## src/hw/rtl/bla_pkg.sv

```systemverilog
// bla_pkg: shared widths, limits, register indexes and stage structs for the
// blocked lagged autocorrelation pipeline. No dependencies.
package bla_pkg;

    localparam int MAX_LAG       = 64;
    localparam int MAX_LOG_BLOCK = 24;

    localparam int LAG_W   = 7;                    // lag register
    localparam int LOGB_W  = 5;                    // log_block register
    localparam int TAP_W   = $clog2(MAX_LAG);      // delay line index
    localparam int POS_W   = 48;                   // sample position
    localparam int ACC_W   = 26;                   // block sum, signed
    localparam int ABS_W   = 25;                   // |block sum|
    localparam int CNT_W   = 24;                   // block number, counters
    localparam int JJ_W    = 10;                   // j*j, j <= 24
    localparam int EXC_W   = ABS_W + JJ_W;         // |C|*j*j
    localparam int SQ_W    = 2 * ABS_W;            // C*C
    localparam int TOT_W   = 64;                   // sum of squares
    localparam int CFG_W   = 7;                    // config write data
    localparam int CFG_IDX_W = 1;

    localparam logic [CNT_W-1:0] CNT_MAX = '1;
    localparam logic [TOT_W-1:0] TOT_MAX = '1;

    // configuration register indexes
    localparam logic [CFG_IDX_W-1:0] CFG_LOG_BLOCK = 1'b0;
    localparam logic [CFG_IDX_W-1:0] CFG_LAG       = 1'b1;

    localparam logic [LOGB_W-1:0] LOG_BLOCK_RESET = 5'd16;
    localparam logic [LAG_W-1:0]  LAG_RESET       = 7'd2;

    // closed block, front -> measure
    typedef struct packed {
        logic [CNT_W-1:0]         block_number;
        logic signed [ACC_W-1:0]  block_sum;
        logic [LOGB_W-1:0]        log_block;
    } bla_evt_t;

    // measured block, measure -> stats
    typedef struct packed {
        logic [CNT_W-1:0]         block_number;
        logic signed [ACC_W-1:0]  block_sum;
        logic [ABS_W-1:0]         abs_sum;
        logic                     exceeds;
        logic [SQ_W-1:0]          square;
    } bla_meas_t;

    // result word fields
    typedef struct packed {
        logic [TOT_W-1:0]         sum_of_squares;
        logic                     all_within;
        logic [CNT_W-1:0]         exceed_count;
        logic [ABS_W-1:0]         max_abs_sum;
        logic                     block_exceeds;
        logic signed [ACC_W-1:0]  block_sum;
        logic [CNT_W-1:0]         block_number;
    } bla_res_t;

endpackage

```

## src/hw/rtl/block_lag_autocorrelation.sv

```systemverilog
// block_lag_autocorrelation: top level, configuration registers and stream
// ports around bla_front, bla_measure and bla_stats. Uses bla_pkg.
//
//   channel   dir   handshake               word
//   s_        in    s_tvalid / s_tready     sample
//   m_        out   m_tvalid / m_tready     one closed block with running stats
//   cfg_      in    cfg_valid / cfg_ready   register index, write data
//
// One sample per cycle. A result passes through the event, measure and result
// registers in turn, the event register loading on the edge that accepts the
// sample closing its block.
// Reset (aresetn low, synchronous) clears the delay line, position,
// accumulator and running statistics and loads log_block 16, lag 2.
// A stalled result blocks only the sample that closes the next block once
// the event and measure registers are full; other samples keep flowing.
module block_lag_autocorrelation (
    input  logic                               aclk,
    input  logic                               aresetn,
    input  logic                               s_tvalid,
    output logic                               s_tready,
    input  logic [7:0]                         s_tdata,   // [1:0] sample
    output logic                               m_tvalid,
    input  logic                               m_tready,
    // [23:0] block_number, [49:24] block_sum, [50] block_exceeds,
    // [75:51] max_abs_sum, [99:76] exceed_count, [100] all_within,
    // [164:101] sum_of_squares
    output logic [167:0]                       m_tdata,
    input  logic                               cfg_valid,
    output logic                               cfg_ready,
    input  logic [bla_pkg::CFG_IDX_W-1:0]      cfg_index,
    input  logic [bla_pkg::CFG_W-1:0]          cfg_data
);

    logic [bla_pkg::LOGB_W-1:0] log_block_reg;
    logic [bla_pkg::LAG_W-1:0]  lag_reg;
    logic [bla_pkg::LOGB_W-1:0] log_block_eff;
    logic [bla_pkg::LAG_W-1:0]  lag_eff;

    logic                       evt_valid;
    logic                       evt_ready;
    bla_pkg::bla_evt_t          evt;
    logic                       meas_valid;
    logic                       meas_ready;
    bla_pkg::bla_meas_t         meas;
    bla_pkg::bla_res_t          res;

    assign cfg_ready = 1'b1;

    always_ff @(posedge aclk) begin
        if (!aresetn) begin
            log_block_reg <= bla_pkg::LOG_BLOCK_RESET;
            lag_reg       <= bla_pkg::LAG_RESET;
        end else if (cfg_valid) begin
            case (cfg_index)
                bla_pkg::CFG_LOG_BLOCK: log_block_reg <= cfg_data[bla_pkg::LOGB_W-1:0];
                bla_pkg::CFG_LAG:       lag_reg       <= cfg_data[bla_pkg::LAG_W-1:0];
                default: ;
            endcase
        end
    end

    assign log_block_eff = (log_block_reg > bla_pkg::LOGB_W'(bla_pkg::MAX_LOG_BLOCK))
                           ? bla_pkg::LOGB_W'(bla_pkg::MAX_LOG_BLOCK) : log_block_reg;
    assign lag_eff       = (lag_reg > bla_pkg::LAG_W'(bla_pkg::MAX_LAG))
                           ? bla_pkg::LAG_W'(bla_pkg::MAX_LAG) : lag_reg;

    bla_front u_front (
        .aclk          (aclk),
        .aresetn       (aresetn),
        .lag_eff       (lag_eff),
        .log_block_eff (log_block_eff),
        .in_valid      (s_tvalid),
        .in_ready      (s_tready),
        .in_sample     (s_tdata[1:0]),
        .evt_valid     (evt_valid),
        .evt_ready     (evt_ready),
        .evt           (evt)
    );

    bla_measure u_measure (
        .aclk       (aclk),
        .aresetn    (aresetn),
        .evt_valid  (evt_valid),
        .evt_ready  (evt_ready),
        .evt        (evt),
        .meas_valid (meas_valid),
        .meas_ready (meas_ready),
        .meas       (meas)
    );

    bla_stats u_stats (
        .aclk       (aclk),
        .aresetn    (aresetn),
        .meas_valid (meas_valid),
        .meas_ready (meas_ready),
        .meas       (meas),
        .res_valid  (m_tvalid),
        .res_ready  (m_tready),
        .res        (res)
    );

    assign m_tdata = {3'b000, res};

endmodule

```

## src/hw/rtl/bla_front.sv

```systemverilog
// bla_front: delay line, sample position and block accumulator; hands a closed
// block to the next stage through its event register. Uses bla_pkg.
module bla_front (
    input  logic                          aclk,
    input  logic                          aresetn,
    input  logic [bla_pkg::LAG_W-1:0]     lag_eff,
    input  logic [bla_pkg::LOGB_W-1:0]    log_block_eff,
    input  logic                          in_valid,
    output logic                          in_ready,
    input  logic [1:0]                    in_sample,
    output logic                          evt_valid,
    input  logic                          evt_ready,
    output bla_pkg::bla_evt_t             evt
);

    logic signed [1:0]                  delay_reg [bla_pkg::MAX_LAG];
    logic [bla_pkg::POS_W-1:0]          pos_reg;
    logic signed [bla_pkg::ACC_W-1:0]   acc_reg;
    logic                               evt_valid_reg;
    bla_pkg::bla_evt_t                  evt_reg;

    localparam logic signed [bla_pkg::ACC_W-1:0] ACC_CEIL  = 26'sd16777216;
    localparam logic signed [bla_pkg::ACC_W-1:0] ACC_FLOOR = -26'sd16777216;

    logic [bla_pkg::LAG_W-1:0]          tap;
    logic [bla_pkg::POS_W-1:0]          n_pos;
    logic [bla_pkg::POS_W-1:0]          k_full;
    logic [bla_pkg::CNT_W:0]            mask_full;
    logic [bla_pkg::CNT_W-1:0]          k_sat;
    logic                               formed;
    logic                               in_block;
    logic                               last_pos;
    logic                               will_emit;
    logic                               accept;
    logic signed [1:0]                  v;
    logic signed [1:0]                  earlier;
    logic signed [1:0]                  prod;
    logic signed [bla_pkg::ACC_W-1:0]   acc_sum;
    logic signed [bla_pkg::ACC_W-1:0]   acc_next;

    // everything that decides a block close comes from state, not data
    assign formed    = pos_reg >= {{(bla_pkg::POS_W-bla_pkg::LAG_W){1'b0}}, lag_eff};
    assign n_pos     = pos_reg - {{(bla_pkg::POS_W-bla_pkg::LAG_W){1'b0}}, lag_eff};
    assign k_full    = n_pos >> log_block_eff;
    assign in_block  = formed && (k_full != '0);
    assign mask_full = ((bla_pkg::CNT_W+1)'(1) << log_block_eff) - (bla_pkg::CNT_W+1)'(1);
    assign last_pos  = (n_pos[bla_pkg::CNT_W-1:0] & mask_full[bla_pkg::CNT_W-1:0])
                       == mask_full[bla_pkg::CNT_W-1:0];
    assign will_emit = in_block && last_pos;
    assign k_sat     = (k_full[bla_pkg::POS_W-1:bla_pkg::CNT_W] != '0) ? bla_pkg::CNT_MAX
                       : k_full[bla_pkg::CNT_W-1:0];

    // only the block-closing word needs a free event slot
    assign in_ready = !will_emit || !evt_valid_reg || evt_ready;
    assign accept   = in_valid && in_ready;

    always_comb begin
        case (in_sample)
            2'b00:   v = 2'sd0;
            2'b01:   v = 2'sd1;
            default: v = -2'sd1;
        endcase
    end

    assign tap     = lag_eff - bla_pkg::LAG_W'(1);
    assign earlier = (lag_eff == '0) ? v : delay_reg[tap[bla_pkg::TAP_W-1:0]];

    always_comb begin
        if (earlier == 2'sd0 || v == 2'sd0) begin
            prod = 2'sd0;
        end else if (earlier == v) begin
            prod = 2'sd1;
        end else begin
            prod = -2'sd1;
        end
    end

    assign acc_sum = acc_reg + {{(bla_pkg::ACC_W-2){prod[1]}}, prod};

    always_comb begin
        if (acc_sum > ACC_CEIL) begin
            acc_next = ACC_CEIL;
        end else if (acc_sum < ACC_FLOOR) begin
            acc_next = ACC_FLOOR;
        end else begin
            acc_next = acc_sum;
        end
    end

    always_ff @(posedge aclk) begin
        if (!aresetn) begin
            for (int i = 0; i < bla_pkg::MAX_LAG; i++) begin
                delay_reg[i] <= 2'sd0;
            end
            pos_reg       <= '0;
            acc_reg       <= '0;
            evt_valid_reg <= 1'b0;
        end else begin
            if (accept) begin
                delay_reg[0] <= v;
                for (int i = 1; i < bla_pkg::MAX_LAG; i++) begin
                    delay_reg[i] <= delay_reg[i-1];
                end
                pos_reg <= pos_reg + bla_pkg::POS_W'(1);
                if (in_block) begin
                    acc_reg <= will_emit ? '0 : acc_next;
                end
            end
            if (accept && will_emit) begin
                evt_valid_reg <= 1'b1;
            end else if (evt_ready) begin
                evt_valid_reg <= 1'b0;
            end
        end
    end

    always_ff @(posedge aclk) begin
        if (accept && will_emit) begin
            evt_reg.block_number <= k_sat;
            evt_reg.block_sum    <= acc_next;
            evt_reg.log_block    <= log_block_eff;
        end
    end

    assign evt_valid = evt_valid_reg;
    assign evt       = evt_reg;

endmodule

```

## src/hw/rtl/bla_measure.sv

```systemverilog
// bla_measure: absolute value, square and exact exceed test of a closed block
// sum, one register stage. Uses bla_pkg.
module bla_measure (
    input  logic                aclk,
    input  logic                aresetn,
    input  logic                evt_valid,
    output logic                evt_ready,
    input  bla_pkg::bla_evt_t   evt,
    output logic                meas_valid,
    input  logic                meas_ready,
    output bla_pkg::bla_meas_t  meas
);

    logic                       meas_valid_reg;
    bla_pkg::bla_meas_t         meas_reg;

    logic signed [bla_pkg::ACC_W-1:0] neg_sum;
    logic [bla_pkg::ABS_W-1:0]  abs_sum;
    logic [bla_pkg::JJ_W-1:0]   jj;
    logic [bla_pkg::EXC_W-1:0]  scaled;
    logic [bla_pkg::EXC_W-1:0]  block_len;
    logic                       load;

    assign neg_sum   = -evt.block_sum;
    assign abs_sum   = evt.block_sum[bla_pkg::ACC_W-1] ? neg_sum[bla_pkg::ABS_W-1:0]
                       : evt.block_sum[bla_pkg::ABS_W-1:0];
    assign jj        = bla_pkg::JJ_W'(evt.log_block) * bla_pkg::JJ_W'(evt.log_block);
    assign scaled    = bla_pkg::EXC_W'(abs_sum) * bla_pkg::EXC_W'(jj);
    assign block_len = bla_pkg::EXC_W'(1) << evt.log_block;

    assign evt_ready = !meas_valid_reg || meas_ready;
    assign load      = evt_valid && evt_ready;

    always_ff @(posedge aclk) begin
        if (!aresetn) begin
            meas_valid_reg <= 1'b0;
        end else if (evt_ready) begin
            meas_valid_reg <= evt_valid;
        end
    end

    always_ff @(posedge aclk) begin
        if (load) begin
            meas_reg.block_number <= evt.block_number;
            meas_reg.block_sum    <= evt.block_sum;
            meas_reg.abs_sum      <= abs_sum;
            meas_reg.exceeds      <= scaled > block_len;
            meas_reg.square       <= bla_pkg::SQ_W'(abs_sum) * bla_pkg::SQ_W'(abs_sum);
        end
    end

    assign meas_valid = meas_valid_reg;
    assign meas       = meas_reg;

endmodule

```

## src/hw/rtl/bla_stats.sv

```systemverilog
// bla_stats: running maximum, exceed count and saturating square total, and
// the result register. Uses bla_pkg.
module bla_stats (
    input  logic                aclk,
    input  logic                aresetn,
    input  logic                meas_valid,
    output logic                meas_ready,
    input  bla_pkg::bla_meas_t  meas,
    output logic                res_valid,
    input  logic                res_ready,
    output bla_pkg::bla_res_t   res
);

    logic [bla_pkg::ABS_W-1:0]  max_reg;
    logic [bla_pkg::CNT_W-1:0]  exc_cnt_reg;
    logic [bla_pkg::TOT_W-1:0]  total_reg;
    logic                       res_valid_reg;
    bla_pkg::bla_res_t          res_reg;

    logic [bla_pkg::ABS_W-1:0]  max_next;
    logic [bla_pkg::CNT_W-1:0]  exc_cnt_next;
    logic [bla_pkg::TOT_W:0]    total_sum;
    logic [bla_pkg::TOT_W-1:0]  total_next;
    logic                       load;

    assign meas_ready = !res_valid_reg || res_ready;
    assign load       = meas_valid && meas_ready;

    assign max_next     = (meas.abs_sum > max_reg) ? meas.abs_sum : max_reg;
    assign exc_cnt_next = (meas.exceeds && exc_cnt_reg != bla_pkg::CNT_MAX)
                          ? exc_cnt_reg + bla_pkg::CNT_W'(1) : exc_cnt_reg;
    assign total_sum    = {1'b0, total_reg} + (bla_pkg::TOT_W+1)'(meas.square);
    assign total_next   = total_sum[bla_pkg::TOT_W] ? bla_pkg::TOT_MAX
                          : total_sum[bla_pkg::TOT_W-1:0];

    always_ff @(posedge aclk) begin
        if (!aresetn) begin
            max_reg       <= '0;
            exc_cnt_reg   <= '0;
            total_reg     <= '0;
            res_valid_reg <= 1'b0;
        end else begin
            if (meas_ready) begin
                res_valid_reg <= meas_valid;
            end
            if (load) begin
                max_reg     <= max_next;
                exc_cnt_reg <= exc_cnt_next;
                total_reg   <= total_next;
            end
        end
    end

    always_ff @(posedge aclk) begin
        if (load) begin
            res_reg.block_number   <= meas.block_number;
            res_reg.block_sum      <= meas.block_sum;
            res_reg.block_exceeds  <= meas.exceeds;
            res_reg.max_abs_sum    <= max_next;
            res_reg.exceed_count   <= exc_cnt_next;
            res_reg.all_within     <= exc_cnt_next == '0;
            res_reg.sum_of_squares <= total_next;
        end
    end

    assign res_valid = res_valid_reg;
    assign res       = res_reg;

endmodule
```

## config.mk

```make
export PLATFORM = sky130hd
export DESIGN_NAME = block_lag_autocorrelation
export DESIGN_NICKNAME = d
export VERILOG_FILES = /design/src/hw/rtl/bla_pkg.sv /design/src/hw/rtl/block_lag_autocorrelation.sv /design/src/hw/rtl/bla_front.sv /design/src/hw/rtl/bla_measure.sv /design/src/hw/rtl/bla_stats.sv
export SDC_FILE = /design/constraint.sdc
export NUM_CORES = 2
export LEC_CHECK = 0
export ABC_CLOCK_PERIOD_IN_PS = 12100
export BUFFER_PORTS_ARGS = -buffer_cell sky130_fd_sc_hd__buf_4
export CAP_MARGIN = 40
export CORE_UTILIZATION = 38
export CTS_BUF_LIST = sky130_fd_sc_hd__clkbuf_16
export DETAILED_ROUTE_END_ITERATION = 10
export PLACE_DENSITY_LB_ADDON = 0.3
export SLEW_MARGIN = 20
export SYNTH_ARGS = -nofsm -noshare
export SYNTH_HDL_FRONTEND = slang
export SYNTH_SLANG_ARGS = --single-unit
```

## constraint.sdc

```tcl
create_clock -name aclk -period 12.1 [get_ports aclk]
set_input_delay 2.42 -clock aclk [delete_from_list [all_inputs] [get_ports aclk]]
set_output_delay 2.42 -clock aclk [all_outputs]
set_load 0.02 [all_outputs]
```

-- Word level (Yosys, flattened, before mapping)
Memory sizes are Yosys's and may differ from the RTL's.
Index checks and enable logic that the tools add are counted.
- add/subtract/negate cells: 8
- $mul: 3
- $lt $le $gt $ge: 7
- equal/unequal tests: 4
- shifts and indexed selects: 3
- multiplexer cells: 83
- bitwise logic cells: 66
- reduce and logical (&&, ||, !) cells: 27
- operators with widths (kind ; count):
    $mux W2 ; 67
    $mux W26 ; 3
    $add A64 B50 Y65 ; 1
    $mux W64 ; 1
    $or A1 B1 Y1 ; 64
    $mul A25 B25 Y50 ; 1
    $mux W25 ; 2
    $add A48 B1 Y48 const B ; 1
    $ge A48 B7 Y1 ; 1
    $reduce_bool A48 Y1 ; 1
    $shr A48 B5 Y48 ; 1
    $sub A48 B7 Y48 ; 1
    $gt A35 B35 Y1 ; 1
    $mul A25 B10 Y35 ; 1
    $shl A1 B5 Y35 const A ; 1
    $add A26 B26 Y26 ; 1
    $gt A26 B26 Y1 const B ; 1
    $lt A26 B25 Y1 const B ; 1
    $gt A25 B25 Y1 ; 1
    $neg A25 Y25 ; 1
    $add A24 B1 Y24 const B ; 1
    $and A24 B24 Y24 ; 1
    $eq A24 B24 Y1 ; 1
    $logic_not A24 Y1 ; 1
    other kinds (23) ; 45
- register bits: 548
- RAM bits: 128
- output and inout port bits: 171
- logic and storage cells: 227
- memories: 1
- memory list (name ; depth ; width ; read ports ; clocked after memory_dff ; wr ports ; RTL line ; text):
    u_front.delay_reg ; 64 ; 2 ; 64 ; 0 ; 64 ; bla_front.sv:16 ; logic signed [1:0] delay_reg [bla_pkg::MAX_LAG];

-- Logic depth before layout (Yosys ltp)
- word-level depth: 15
- depth in mapped cells: 51
- mapped depth without buffers: 49

-- Hierarchy
From an unflattened synthesis, not the netlist that was laid out.
- cell total of the unflattened synthesis: 6792
- area total of the unflattened synthesis: 63956.3 µm²
- by module, submodules not included (module ; instances ; cells an instance ; area an instance (µm²) ; seq. area each (µm²)):
    bla_measure ; 1 ; 3138 ; 29807.3 ; 3713.6
    bla_front ; 1 ; 2069 ; 18811.8 ; 6996.7
    bla_stats ; 1 ; 1515 ; 14751.6 ; 7236.9
    block_lag_autocorrelation ; 1 ; 70 ; 585.6 ; 240.2

-- Least setup slack after synthesis
OpenSTA, ideal clock, no wires.
- path type: input -> register
- start: input m_tready
- end: register u_measure.meas_reg, in the netlist u_measure.meas[100] (enable)
- setup time: 0.793 ns
- arrival time: 11.389 ns
- data required time: 11.307 ns
- path slack: -0.082 ns
- cell stages on the path: 2
- cells stage by stage: nor2b_1 > a21boi_0
- word-level cells in the longest chain between the ends: 3
- RTL lines (what ; RTL line ; text):
    from (decl) ; block_lag_autocorrelation.sv:23 ; input logic m_tready,
    $logic_or A1 B1 Y1 ; bla_stats.sv:26 ; assign meas_ready = !res_valid_reg || res_ready;
    $logic_or A1 B1 Y1 ; bla_measure.sv:31 ; assign evt_ready = !meas_valid_reg || meas_ready;
    $logic_and A1 B1 Y1 ; bla_measure.sv:32 ; assign load = evt_valid && evt_ready;
    net u_measure.load ; bla_measure.sv:22 ; logic load;
    to (decl) ; bla_measure.sv:15 ; bla_pkg::bla_meas_t meas_reg;
The timed path passes the listed nets, and every way through them passes these cells.
A chain may end at the register's enable or synchronous reset.

-- Worst setup path in the final report
- start: register u_front.evt_reg, in the netlist u_front.evt[0]
- end: register u_measure.meas_reg, in the netlist u_measure.meas[50], data pin
- word-level cells in the longest chain between the ends: 3
- elaborated cells between the ends (all ways): 4
- those cells by class: mul (2); order compare (1); shift (1)
- RTL lines (what ; RTL line ; text):
    from (decl) ; bla_front.sv:20 ; bla_pkg::bla_evt_t evt_reg;
    $mul A5 B5 Y10 ; bla_measure.sv:27 ; assign jj = bla_pkg::JJ_W'(evt.log_block) * bla_pkg::JJ_W'(evt.log_block);
    $mul A25 B10 Y35 ; bla_measure.sv:28 ; assign scaled = bla_pkg::EXC_W'(abs_sum) * bla_pkg::EXC_W'(jj);
    $gt A35 B35 Y1 * ; bla_measure.sv:47 ; meas_reg.exceeds <= scaled > block_len;
Mark *: on every way between the ends. The rest lies on a longest branch, timed or not.

==> flow_summary.ini <==
[global_routing]
grt_pass1_wl_um = 271000
grt_overflow = 0
antenna_found_initial = 9
grt_max_degree = 117
track_usage = 0.213
grt_pass1_vias = 46600

[final_layout]
multiInputGateArea_mm2 = 0.0387
fillers = 15600
largest_reg_flops = 165
drive_gt1_frac = 0.0903
area_growth_pct = 11.3
ff_latch_area_mm2 = 0.0182
fin_nets = 7522

[status]
outcome = completed

[worst_setup_path]
startpoint_type = flop
worstReg2RegEnd = u_measure.meas[50]
cpMaxStageDelayCell = xnor2_1
r2r_setup_slack_ns = 0.54
cpMostUsedCell = fa_1
cp_top_family = adder cells
timing.rr.start = u_front.evt[0]
worstSetupPathType = flop to flop
arrival_ns = 12.00
r2r_cells = 41
cp_num_buf_inv = 2
crit_required_ns = 12.54
slowest_delay_ns = 0.72
critPathMaxFanout = 14
cp-end-kind = flop

[sta]
fmax_mhz = 86.5
setup_slack_ns = 0.543
min_period_ns = 11.56
min_period_over_period = 0.955
setup_viol = 0
tightestPinTransition_ns = 0.885
setup-tns-final_ns = 0
rsz0062_at_grt = false
fin_skew_ns = 0.0784
slew_violations = 0
hold_violations = 0
relSlewSlack = 0.402

[placement]
post-place-ws_ns = 0.419
hpwl_um = 130000
place.gp.congestion = 0.942
port_buffers = 181

[logic_synthesis]
syn_avg_cell_area_um2 = 9.64
ys_ff_latch = 673
synth_edf_count = 471
ys_types = 105
ys_seq_area_frac = 0.296
synth_area_mm2 = 0.0614
synthArstFlopShare = 0
netlist_instances = 6364
synth_flop_cell = edfxtp_1
synth_warnings = 0

[cts]
clk_pin_slew_ns = 0.06
cts_tree = done
htreeDepth = 3
clockBufferDepth = 3
holdBufCountCts = 0
cts_sinks = 673
cts-root-buf = clkbuf_16
cts_made_buffers = 79
clk_latency_ns = 0.72

[power]
p_leak_nw = 30.5
vdd_drop_max_mv = 0.147
powerDensity_mw_per_mm2 = 113

[drt]
wire_per_inst_um = 20.1
drcViolationCount = 0
dr.pass1.iters = 6
vias = 46700
drtIter0Drc = 3917
via_per_inst = 5.38
ant_nets = 0
wl_um = 174000

[floorplan]
rows = 147
fp.dieW_um = 404
core_area_mm2 = 0.160
die_y_um = 404
boundaryPins = 192
start_util = 0.383
die_area_mm2 = 0.163

[job]
maxCapViolCount = 0

[worst_hold_path]
hold_path_class = flop to flop
hold_end = u_measure.meas[120]
hold_start = u_front.evt[49]
hold_depth = 0
power breakdown:
| group | internal, mW | leakage, nW | switching [mW] |
|---|---|---|---|
| Clock | 1.43 | 1.38 | 1.03 |
| Sequential | 2.59 | 6.19 | 0.0240 |
| Combinational | 1.02 | 23.0 | 1.63 |
| Total | 5.05 | 30.5 | 2.68 |
worst reg2reg max path: cells and delay by family, from the launching register on:
family | cells | cell delay, ns
compound gates | 17 | 3.56
xor+xnor | 2 | 0.81
fa+ha+maj | 10 | 4.26
buf+inv | 2 | 0.27
flops | 1 | 0.34
simple gates | 10 | 2.04
metal layers:
metal,share of wire,GRT usage,vias to the layer above
met5,0.00025,0,-
met4,0.030,0.0675,8
met3,0.077,0.0435,272
met2,0.44,0.326,1619
met1,0.45,0.301,23200
li1,-,-,21600
cell usage in the layout (no fill, tap or decap), types with 67 or more instances in the layout:
cell type / netlist / layout
nor2_1: 640 / 637
fa_1: 630 / 630
nand3_1: 142 / 142
o21ai_0: 240 / 238
and2_1: 210 / 210
edfxtp_1: 471 / 471
xor2_1: 122 / 112
clkbuf_16: 0 / 80
inv_1: 883 / 901
a31oi_1: 84 / 84
buf_4: 6 / 303
ha_1: 423 / 422
mux2i_1: 67 / 67
a21oi_1: 196 / 195
a21o_1: 80 / 80
nand2_1: 532 / 530
nor3_1: 91 / 91
dfxtp_1: 202 / 201
xnor2_1: 163 / 155
how the worst max path moves through the flow:
stage                   start                 end  slack (ns)  cells past startpoint
3_5_place_dp   u_front.evt[1]  u_measure.meas[50]        0.42                     40
4_1_cts        u_front.evt[1]  u_measure.meas[50]        0.39                     40
5_1_grt        u_front.evt[0]  u_measure.meas[50]        0.05                     44
6_report       u_front.evt[0]  u_measure.meas[50]        0.54                     41
3_3_place_gp   u_front.evt[1]  u_measure.meas[50]        0.55                     40
2_1_floorplan  u_front.evt[0]  u_measure.meas[50]        1.19                     45
cell families (layout without fill, tap and decap cells):
family | Yosys count | after routing | synth area share
and+or+nand+nor | 2000 | 2000 | 0.155
muxes | 125 | 125 | 0.0296
xor gates and xnor gates | 285 | 285 | 0.0407
DFF | 673 | 673 | 0.296
AOI/OAI and AO/OA | 1014 | 1014 | 0.111
adders and majority gates | 1053 | 1053 | 0.292
buffers and inverters | 1212 | 1361 | 0.0757
other | 2 | 9 | 0.000122
what timing repair did:
action                                 in CTS  in global routing
setup buffers                               0                  1
gates resized for setup                     0                  1
endpoints found under the hold margin       0                  0
setup endpoints to repair                   0                  1
synthesized netlist by cell type, drive strengths merged, types with 25 or more instances:
library cell | n | area [um2]
a211oi | 31 | 243
nand2b | 44 | 283
nand4 | 59 | 375
or3 | 56 | 355
and3 | 62 | 388
fa | 630 | 12600
a31oi | 85 | 538
nand2 | 534 | 2010
o21bai | 28 | 210
mux4 | 44 | 991
nor3 | 94 | 492
o211ai | 34 | 255
a21o | 80 | 601
o21a | 47 | 353
nor2 | 641 | 2410
clkbuf | 267 | 1000
edfxtp | 471 | 14100
buf | 54 | 297
nor4 | 40 | 327
o21ai | 243 | 1230
mux2i | 67 | 671
nand3 | 142 | 711
nor2b | 35 | 219
xnor2 | 163 | 1430
dfxtp | 202 | 4040
a22o | 29 | 254
or4 | 25 | 195
and2 | 210 | 1310
xor2 | 122 | 1070
a21oi | 196 | 981
ha | 423 | 5290
inv | 884 | 3320
metrics by stage:
stage          total power [mW]   util  area (um2)  hold WS (ns)  instances
5_1_grt                    8.21  0.426       68300         0.423       8675
4_1_cts                    7.79  0.425       68200         0.402       8671
3_5_place_dp               5.28  0.408       65500         0.405       8523
3_3_place_gp               5.25  0.407       65200         0.402       8505
2_1_floorplan              4.52      -       61400         0.400       6366
6_report                   7.73  0.426       68300         0.398       8680
area by class of cell:
class	count	share of cell area
flip-flops and latches	673	0.266
diodes	5	0.000183
well taps	2160	0.0396
multi-input cells	4481	0.567
repair buffers	322	0.0379
clock buffers	80	0.0293
inverters	891	0.0491
clock inverters	68	0.0103
No activity file was read; power rests on OpenSTA's default activity.
